==> src/rtl/mhq_pkg.sv <==
// Shared types, constants and command/status bundles of the hull max-query core.
// Used by every module of the block; depends on nothing.
package mhq_pkg;

  localparam int DEPTH   = 64;
  localparam int IDX_W   = $clog2(DEPTH);
  localparam int CNT_W   = IDX_W + 1;
  localparam int CW      = 32;
  localparam int BPW     = CW + 2;
  localparam int DIVW    = CW + 1;
  localparam int DCNT_W  = $clog2(DIVW + 1);

  localparam logic signed [BPW-1:0] BP_POS_INF = {1'b0, {(BPW-1){1'b1}}};
  localparam logic signed [BPW-1:0] BP_NEG_INF = {1'b1, {(BPW-1){1'b0}}};

  localparam logic       FN_INSERT = 1'b0;
  localparam logic       FN_QUERY  = 1'b1;
  localparam logic [1:0] ST_OK     = 2'd0;
  localparam logic [1:0] ST_EMPTY  = 2'd1;
  localparam logic [1:0] ST_FULL   = 2'd2;

  typedef struct packed {
    logic               func;
    logic signed [31:0] slope;
    logic signed [31:0] intercept;
    logic signed [31:0] x;
  } mhq_in_t;

  typedef struct packed {
    logic signed [63:0] value;
    logic [1:0]         status;
  } mhq_out_t;

  typedef enum logic [1:0] {
    RD_HEAD = 2'd0,
    RD_BACK = 2'd1,
    RD_PREV = 2'd2
  } rd_sel_t;

  typedef struct packed {
    logic       latch;
    logic       rd_en;
    rd_sel_t    rd_sel;
    logic       set_bp_eq;
    logic       div_start;
    logic       take_div;
    logic       wr_bp;
    logic       wr_app;
    logic       drop_back;
    logic       drop_front;
    logic       mul;
    logic       emit;
    logic       emit_val;
    logic [1:0] emit_status;
  } mhq_cmd_t;

  typedef struct packed {
    logic func;
    logic full;
    logic empty;
    logic cnt_ge2;
    logic slope_eq;
    logic dominated;
    logic div_done;
    logic prev_below;
    logic front_below;
  } mhq_stat_t;

endpackage

==> src/rtl/mhq_ctrl.sv <==
// Controller: sequences inserts (back pops with serial breakpoint division) and queries.
// Depends on mhq_pkg.
module mhq_ctrl import mhq_pkg::*; (
  input  logic      clk,
  input  logic      rst_n,
  input  logic      start,
  output logic      busy,
  input  mhq_stat_t stat,
  output mhq_cmd_t  cmd
);

  typedef enum logic [10:0] {
    S_IDLE  = 11'b00000000001,
    S_DISP  = 11'b00000000010,
    S_I_RDB = 11'b00000000100,
    S_I_CMP = 11'b00000001000,
    S_I_DIV = 11'b00000010000,
    S_I_WRB = 11'b00000100000,
    S_I_RDP = 11'b00001000000,
    S_I_CHP = 11'b00010000000,
    S_I_APP = 11'b00100000000,
    S_Q_CHK = 11'b01000000000,
    S_Q_MUL = 11'b10000000000
  } state_t;

  state_t state_r, state_nxt;
  logic   first_r, first_nxt;
  logic   q_out_r, q_out_nxt;

  always_ff @(posedge clk) begin
    if (!rst_n) begin
      state_r <= S_IDLE;
      first_r <= 1'b0;
      q_out_r <= 1'b0;
    end else begin
      state_r <= state_nxt;
      first_r <= first_nxt;
      q_out_r <= q_out_nxt;
    end
  end

  assign busy = (state_r != S_IDLE);

  always_comb begin
    state_nxt = state_r;
    first_nxt = first_r;
    q_out_nxt = 1'b0;
    cmd       = '0;
    cmd.rd_sel = RD_HEAD;
    unique case (state_r)
      S_IDLE: begin
        if (start) begin
          cmd.latch = 1'b1;
          state_nxt = S_DISP;
        end
      end
      S_DISP: begin
        if (stat.func == FN_QUERY) begin
          if (stat.empty) begin
            cmd.emit        = 1'b1;
            cmd.emit_status = ST_EMPTY;
            state_nxt       = S_IDLE;
          end else begin
            cmd.rd_en = 1'b1;
            state_nxt = S_Q_CHK;
          end
        end else if (stat.full) begin
          cmd.emit        = 1'b1;
          cmd.emit_status = ST_FULL;
          state_nxt       = S_IDLE;
        end else if (stat.empty) begin
          state_nxt = S_I_APP;
        end else begin
          first_nxt = 1'b1;
          state_nxt = S_I_RDB;
        end
      end
      S_I_RDB: begin
        cmd.rd_en  = 1'b1;
        cmd.rd_sel = RD_BACK;
        state_nxt  = S_I_CMP;
      end
      S_I_CMP: begin
        if (first_r && stat.dominated) begin
          cmd.emit        = 1'b1;
          cmd.emit_status = ST_OK;
          state_nxt       = S_IDLE;
        end else if (stat.slope_eq) begin
          cmd.set_bp_eq = 1'b1;
          state_nxt     = S_I_WRB;
        end else begin
          cmd.div_start = 1'b1;
          state_nxt     = S_I_DIV;
        end
      end
      S_I_DIV: begin
        if (stat.div_done) begin
          cmd.take_div = 1'b1;
          state_nxt    = S_I_WRB;
        end
      end
      S_I_WRB: begin
        cmd.wr_bp = 1'b1;
        state_nxt = stat.cnt_ge2 ? S_I_RDP : S_I_APP;
      end
      S_I_RDP: begin
        cmd.rd_en  = 1'b1;
        cmd.rd_sel = RD_PREV;
        state_nxt  = S_I_CHP;
      end
      S_I_CHP: begin
        if (stat.prev_below) begin
          state_nxt = S_I_APP;
        end else begin
          // drop the back entry; the read data already holds the new back line
          cmd.drop_back = 1'b1;
          first_nxt     = 1'b0;
          state_nxt     = S_I_CMP;
        end
      end
      S_I_APP: begin
        cmd.wr_app      = 1'b1;
        cmd.emit        = 1'b1;
        cmd.emit_status = ST_OK;
        state_nxt       = S_IDLE;
      end
      S_Q_CHK: begin
        if (stat.front_below) begin
          cmd.drop_front = 1'b1;
          state_nxt      = S_DISP;
        end else begin
          cmd.mul   = 1'b1;
          state_nxt = S_Q_MUL;
        end
      end
      S_Q_MUL: begin
        if (q_out_r) begin
          cmd.emit        = 1'b1;
          cmd.emit_val    = 1'b1;
          cmd.emit_status = ST_OK;
          state_nxt       = S_IDLE;
        end else begin
          q_out_nxt = 1'b1;
        end
      end
      default: state_nxt = S_IDLE;
    endcase
  end

endmodule

==> config.mk <==
export PLATFORM = sky130hd
export DESIGN_NAME = mhq_ctrl
export DESIGN_NICKNAME = d
export VERILOG_FILES = /design/src/rtl/mhq_pkg.sv /design/src/rtl/mhq_ctrl.sv
export SDC_FILE = /design/constraint.sdc
export NUM_CORES = 1
export LEC_CHECK = 0
export ABC_AREA = 1
export BUFFER_PORTS_ARGS = -buffer_cell sky130_fd_sc_hd__buf_4
export CORE_MARGIN = 10
export CORE_UTILIZATION = 45
export DETAILED_ROUTE_END_ITERATION = 7
export PLACE_DENSITY = 0.74
export SYNTH_ARGS = -nofsm -noshare
export SYNTH_HDL_FRONTEND = slang
export SYNTH_SLANG_ARGS = --single-unit
export TNS_END_PERCENT = 10
==> constraint.sdc <==
create_clock -name clk -period 1.3 [get_ports clk]
set_input_delay 0.26 -clock clk [delete_from_list [all_inputs] [get_ports clk]]
set_output_delay 0.26 -clock clk [all_outputs]
set_load 0.03 [all_outputs]
======== After elaboration in Yosys (flattened, before gate mapping) ========
Cells that the tools add are included.
cells by class
  eq/ne operators ......................... 19
  mux-type cells .......................... 49
  reduce and logical (&&, ||, !) cells .... 6
operator list
  cell                                                                     number
  11-bit case mux with 10 select lines                                     1
  11-bit two-way mux                                                       7
  9-bit two-way mux                                                        3
  1-bit two-way mux                                                        25
  2-bit != test, second input constant                                     7
  11-bit by 1-bit equality test with 1-bit output, second input constant   1
  11-bit by 10-bit equality test with 1-bit output, second input constant  1
  11-bit equality test, second input constant                              1
  11-bit by 2-bit equality test with 1-bit output, second input constant   1
  11-bit by 3-bit equality test with 1-bit output, second input constant   1
  11-bit by 4-bit equality test with 1-bit output, second input constant   1
  11-bit by 5-bit equality test with 1-bit output, second input constant   1
  11-bit by 6-bit equality test with 1-bit output, second input constant   1
  11-bit by 7-bit equality test with 1-bit output, second input constant   1
  11-bit by 8-bit equality test with 1-bit output, second input constant   1
  11-bit by 9-bit equality test with 1-bit output, second input constant   1
  11-bit by 1-bit != test with 1-bit output, second input constant         1
  10-bit two-way mux                                                       1
  2-bit two-way mux                                                        5
  2-bit case mux with 2 select lines                                       2
  6-bit two-way mux                                                        1
  5-bit AND reduction                                                      1
  4-bit two-way mux                                                        1
  1-bit case mux with 2 select lines                                       2
  6 further kinds                                                          6
word-level totals
  bits in registers ....................... 13
  input bits .............................. 12
  logic and storage cells ................. 77

======== Depth between registers and ports, before layout ========
  depth in word-level cells ............... 4
  gate-level depth with buffers ........... 10
  mapped depth without buffers ............ 10

======== Worst setup path before layout ========
OpenSTA, ideal clock, no wires.
  path type ............................... reg-to-output
  from .................................... register state_r[4]
  to ...................................... output cmd[3] (netlist bit)
  arrival time ............................ 1,472 ps
  required time ........................... 1,040 ps
  slack ................................... -432 ps
  stages on the path, launching flop included .. 8
  buffers on the path ..................... 0
  cells stage by stage .................... dfxtp_1 > nor2_1 > nand2_2 > nor2_8 > nand2_4 > nor3_4 > nor2_1 > nand3_1
RTL lines
  what                    RTL line        source
  from (decl)             mhq_ctrl.sv:26  state_t state_r, state_nxt;
  from (signal assigned)  mhq_ctrl.sv:36  state_r <= state_nxt;
  to (decl)               mhq_ctrl.sv:9   output mhq_cmd_t cmd

==> impl_metrics.tcl <==
set metrics [dict create \
    post_synthesis_register_bit_count 13 \
    post_dp_cell_area_sq_um 1380 \
    timing.max_cap.violations 0 \
    cts_tree "built" \
    crit_start "state_r[4]" \
    timing.max_slew.rel_slack 0.737 \
    cts_max_level 1 \
    max_slew.worst_pin.slew_ns 0.392 \
    antennaDiodeCount 0 \
    worst_ep_arrival_time_ns 1.56 \
    cts_num_sinks 13 \
    top_level_ports 29 \
    layout-area-overhead-vs-synth_pct 76.0 \
    cp_slowest_cell "sky130_fd_sc_hd__dfxtp_2" \
    worst_setup_path_start_kind "register" \
    critPathTopFamily "simple AND/OR/NAND/NOR gates" \
    syn-mean-instance-area_sq_um 6.58 \
    place_hpwl_um 2310 \
    layout.area.seq_sq_um 273 \
    vias 1155 \
    required_arrival_time_at_the_worst_endpoint_ns 1.04 \
    grt_pass1_wl_um 5040 \
    drt-pass1-iter-count 4 \
    syn-instance-count 142 \
    hold_wc_startpoint "rst_n" \
    outcome "finished with violations" \
    floorplan.die_area_sq_um 4300 \
    synth-seq-area-share 0.278 \
    die_y_um 65.6 \
    max_clock_freq_mhz 550 \
    routed_wire_length_per_instance_um 14.5 \
    core_area_sq_um 1960 \
    timing.rr.start "state_r[2]" \
    p_per_area_nw_per_um2 1230 \
    criticalPathCategory "register to output pin" \
    antenna_violations_before_repair 0 \
    preCtsSetupSlack_ns -0.283 \
    route.detailed.vias_per_inst 5.02 \
    clock_insertion_delay_worst_skew_ns 0.28 \
    netlist_area_sq_um 935 \
    finalCriticalPeriod_ns 1.82 \
    syn-num-nets 154 \
    floorplan.rows 16 \
    cts_hold_repair.buffers 0 \
    die-width_um 65.6 \
    global_route.usage.total 0.147 \
    yosysUniqueCellTypes 24 \
    maxSlewViolCount 0 \
    drive_gt1_frac 0.581 \
    timing.critical_path.buf_inv 2 \
    clk_transition_reported_paths_ns 0.09 \
    synth.yosys.warnings 0 \
    port_buffers 28 \
    failing_checks "negative setup slack" \
    number_of_nets_still_failing_antenna_checks_after_routing 0 \
    worst_clock_skew_ns 0.00977 \
    ir_drop_mv 0.874 \
    grt_remaining_overflow 0 \
    power.static_leakage_nw 0.899 \
    grt_max_degree 10 \
    gp_congestion 0.835 \
    regToRegSetupSlack_ns -0.25 \
    crit_path_max_incr_delay_ns 0.34 \
    fill_cells 120 \
    fin_crit_sh 1.40 \
    multi_input_area_sq_um 704 \
    cts_buffer_depth 2 \
    drt_iter0_markers 40 \
    design.final.nets 216 \
    place_inst 221 \
    end_kind "output pin" \
    cts_bufs_inserted 3 \
    remaining_drc_errors 0 \
    hold_viol_final 0 \
    critical_path.cell_chain "nor2_4, nand2_4, buf_6, nor3_2, nand2_1, nor2_2, buf_6" \
    report.power.total_mw 2.02 \
    grt_setup_unrepaired "yes" \
    finalWorstSetupSlack_ns -0.519 \
    cp_common_cell "sky130_fd_sc_hd__buf_6" \
    hp-class "input port to register" \
    postLayoutCellArea_sq_um 1650 \
    initial_core_util 0.476 \
    critPathMaxFanout 2 \
    first_global_vias 1180 \
    final_cells 230 \
    finalSetupViolations 29 \
    drt-total-wl_um 3330 \
    post-route-util 0.839 \
    cts_root_buf "sky130_fd_sc_hd__clkbuf_4" \
]
## area by class of cell
class | count | area share
sequential | 13 | 0.166
timing repair buffer | 57 | 0.297
clock buffer | 4 | 0.0160
inverter | 32 | 0.0730
tap | 27 | 0.0205
multi-input combinational | 97 | 0.428
## logic make-up after synthesis
kind of cell / synth area share
DFF: 0.278
AOI/OAI and AO/OA: 0.0402
and+or+nand+nor: 0.553
buffers and inverters: 0.129
## per-layer routing
metal | global-route usage | up-vias | share of wire
met4 | 0.0722 | 0 | 0.016
met2 | 0.267 | 45 | 0.53
met1 | 0.150 | 544 | 0.37
met3 | 0.0407 | 6 | 0.082
li1 | - | 560 | -
met5 | 0 | - | 0
## Yosys cell counts
library cell               instances  area [sq um]
sky130_fd_sc_hd__nor2_1           19          71.3
sky130_fd_sc_hd__nor3_1            4          20.0
sky130_fd_sc_hd__nand3_2           1          10.0
sky130_fd_sc_hd__nand2_1          28           105
sky130_fd_sc_hd__nand4_1           3          18.8
sky130_fd_sc_hd__inv_2             3          11.3
sky130_fd_sc_hd__a21oi_1           2          10.0
sky130_fd_sc_hd__dfxtp_1          13           260
sky130_fd_sc_hd__nor2_8            1          20.0
sky130_fd_sc_hd__nand2_4           2          22.5
sky130_fd_sc_hd__inv_1            28           105
sky130_fd_sc_hd__nor3_2            5          50.1
sky130_fd_sc_hd__nor2_4            1          11.3
sky130_fd_sc_hd__a211oi_1          1          7.51
sky130_fd_sc_hd__o21ai_1           1          5.00
sky130_fd_sc_hd__nand3_4           1          17.5
sky130_fd_sc_hd__nand3b_2          1          11.3
sky130_fd_sc_hd__clkinv_1          1          3.75
sky130_fd_sc_hd__nor2_2            7          43.8
sky130_fd_sc_hd__nand3_1          11          55.1
sky130_fd_sc_hd__nand2_2           3          18.8
sky130_fd_sc_hd__nor3_4            1          16.3
sky130_fd_sc_hd__nor3b_2           2          25.0
sky130_fd_sc_hd__o21ai_0           3          15.0
## state kept, by name, indices dropped and copies added (netlist names)
register,cells
state_r,11
q_out_r,1
first_r,1
## final timing paths
kind           endpoint  cells past startpoint
max             cmd[10]                      7
min          state_r[4]                      3
max reg2reg  state_r[8]                     11
min reg2reg     first_r                      2
## worst reg2reg max path, cell delays in order (launching register included)
cell and delay, ns:
sky130_fd_sc_hd__dfxtp_1 0.33, sky130_fd_sc_hd__buf_4 0.14, sky130_fd_sc_hd__nor2_4 0.10, sky130_fd_sc_hd__nand2_4 0.10
sky130_fd_sc_hd__nor2_4 0.16, sky130_fd_sc_hd__buf_4 0.13, sky130_fd_sc_hd__buf_4 0.10, sky130_fd_sc_hd__nand3b_4 0.08
sky130_fd_sc_hd__nand3_4 0.16, sky130_fd_sc_hd__inv_2 0.06, sky130_fd_sc_hd__nand3_1 0.08, sky130_fd_sc_hd__inv_1 0.04
## through the flow
stage	hold WS, ns	setup TNS (ns)
floorplan	0.380	-2.72
CTS	0.229	-8.78
detailed placement	0.471	-5.43
global route	0.231	-11.94
global placement	0.458	-4.54
finish	0.231	-9.63
## power by group
part           switching, mW  total, mW  leakage [nW]  internal [mW]
sequential            0.0571      0.502         0.109          0.445
clock                  0.144      0.263        0.0150          0.119
combinational          0.718       1.25         0.775          0.535
## cell usage in the layout (no fill, tap or decap), drive strengths merged, types with 3 or more instances in the layout
cell type  Yosys  final
buf            0     57
clkbuf         0      4
dfxtp         13     13
inv           31     31
nand2         33     33
nand3         13     13
nand4          3      3
nor2          28     28
nor3          10     10
o21ai          4      4
## timing repair
| item | CTS | global route |
|---|---|---|
| resized for setup | 41 | 19 |
| buffers inserted | 2 | 3 |
| pin swaps | 10 | 9 |
| endpoints found under the setup margin | 30 | 30 |
(Power assumes the default switching activity.)
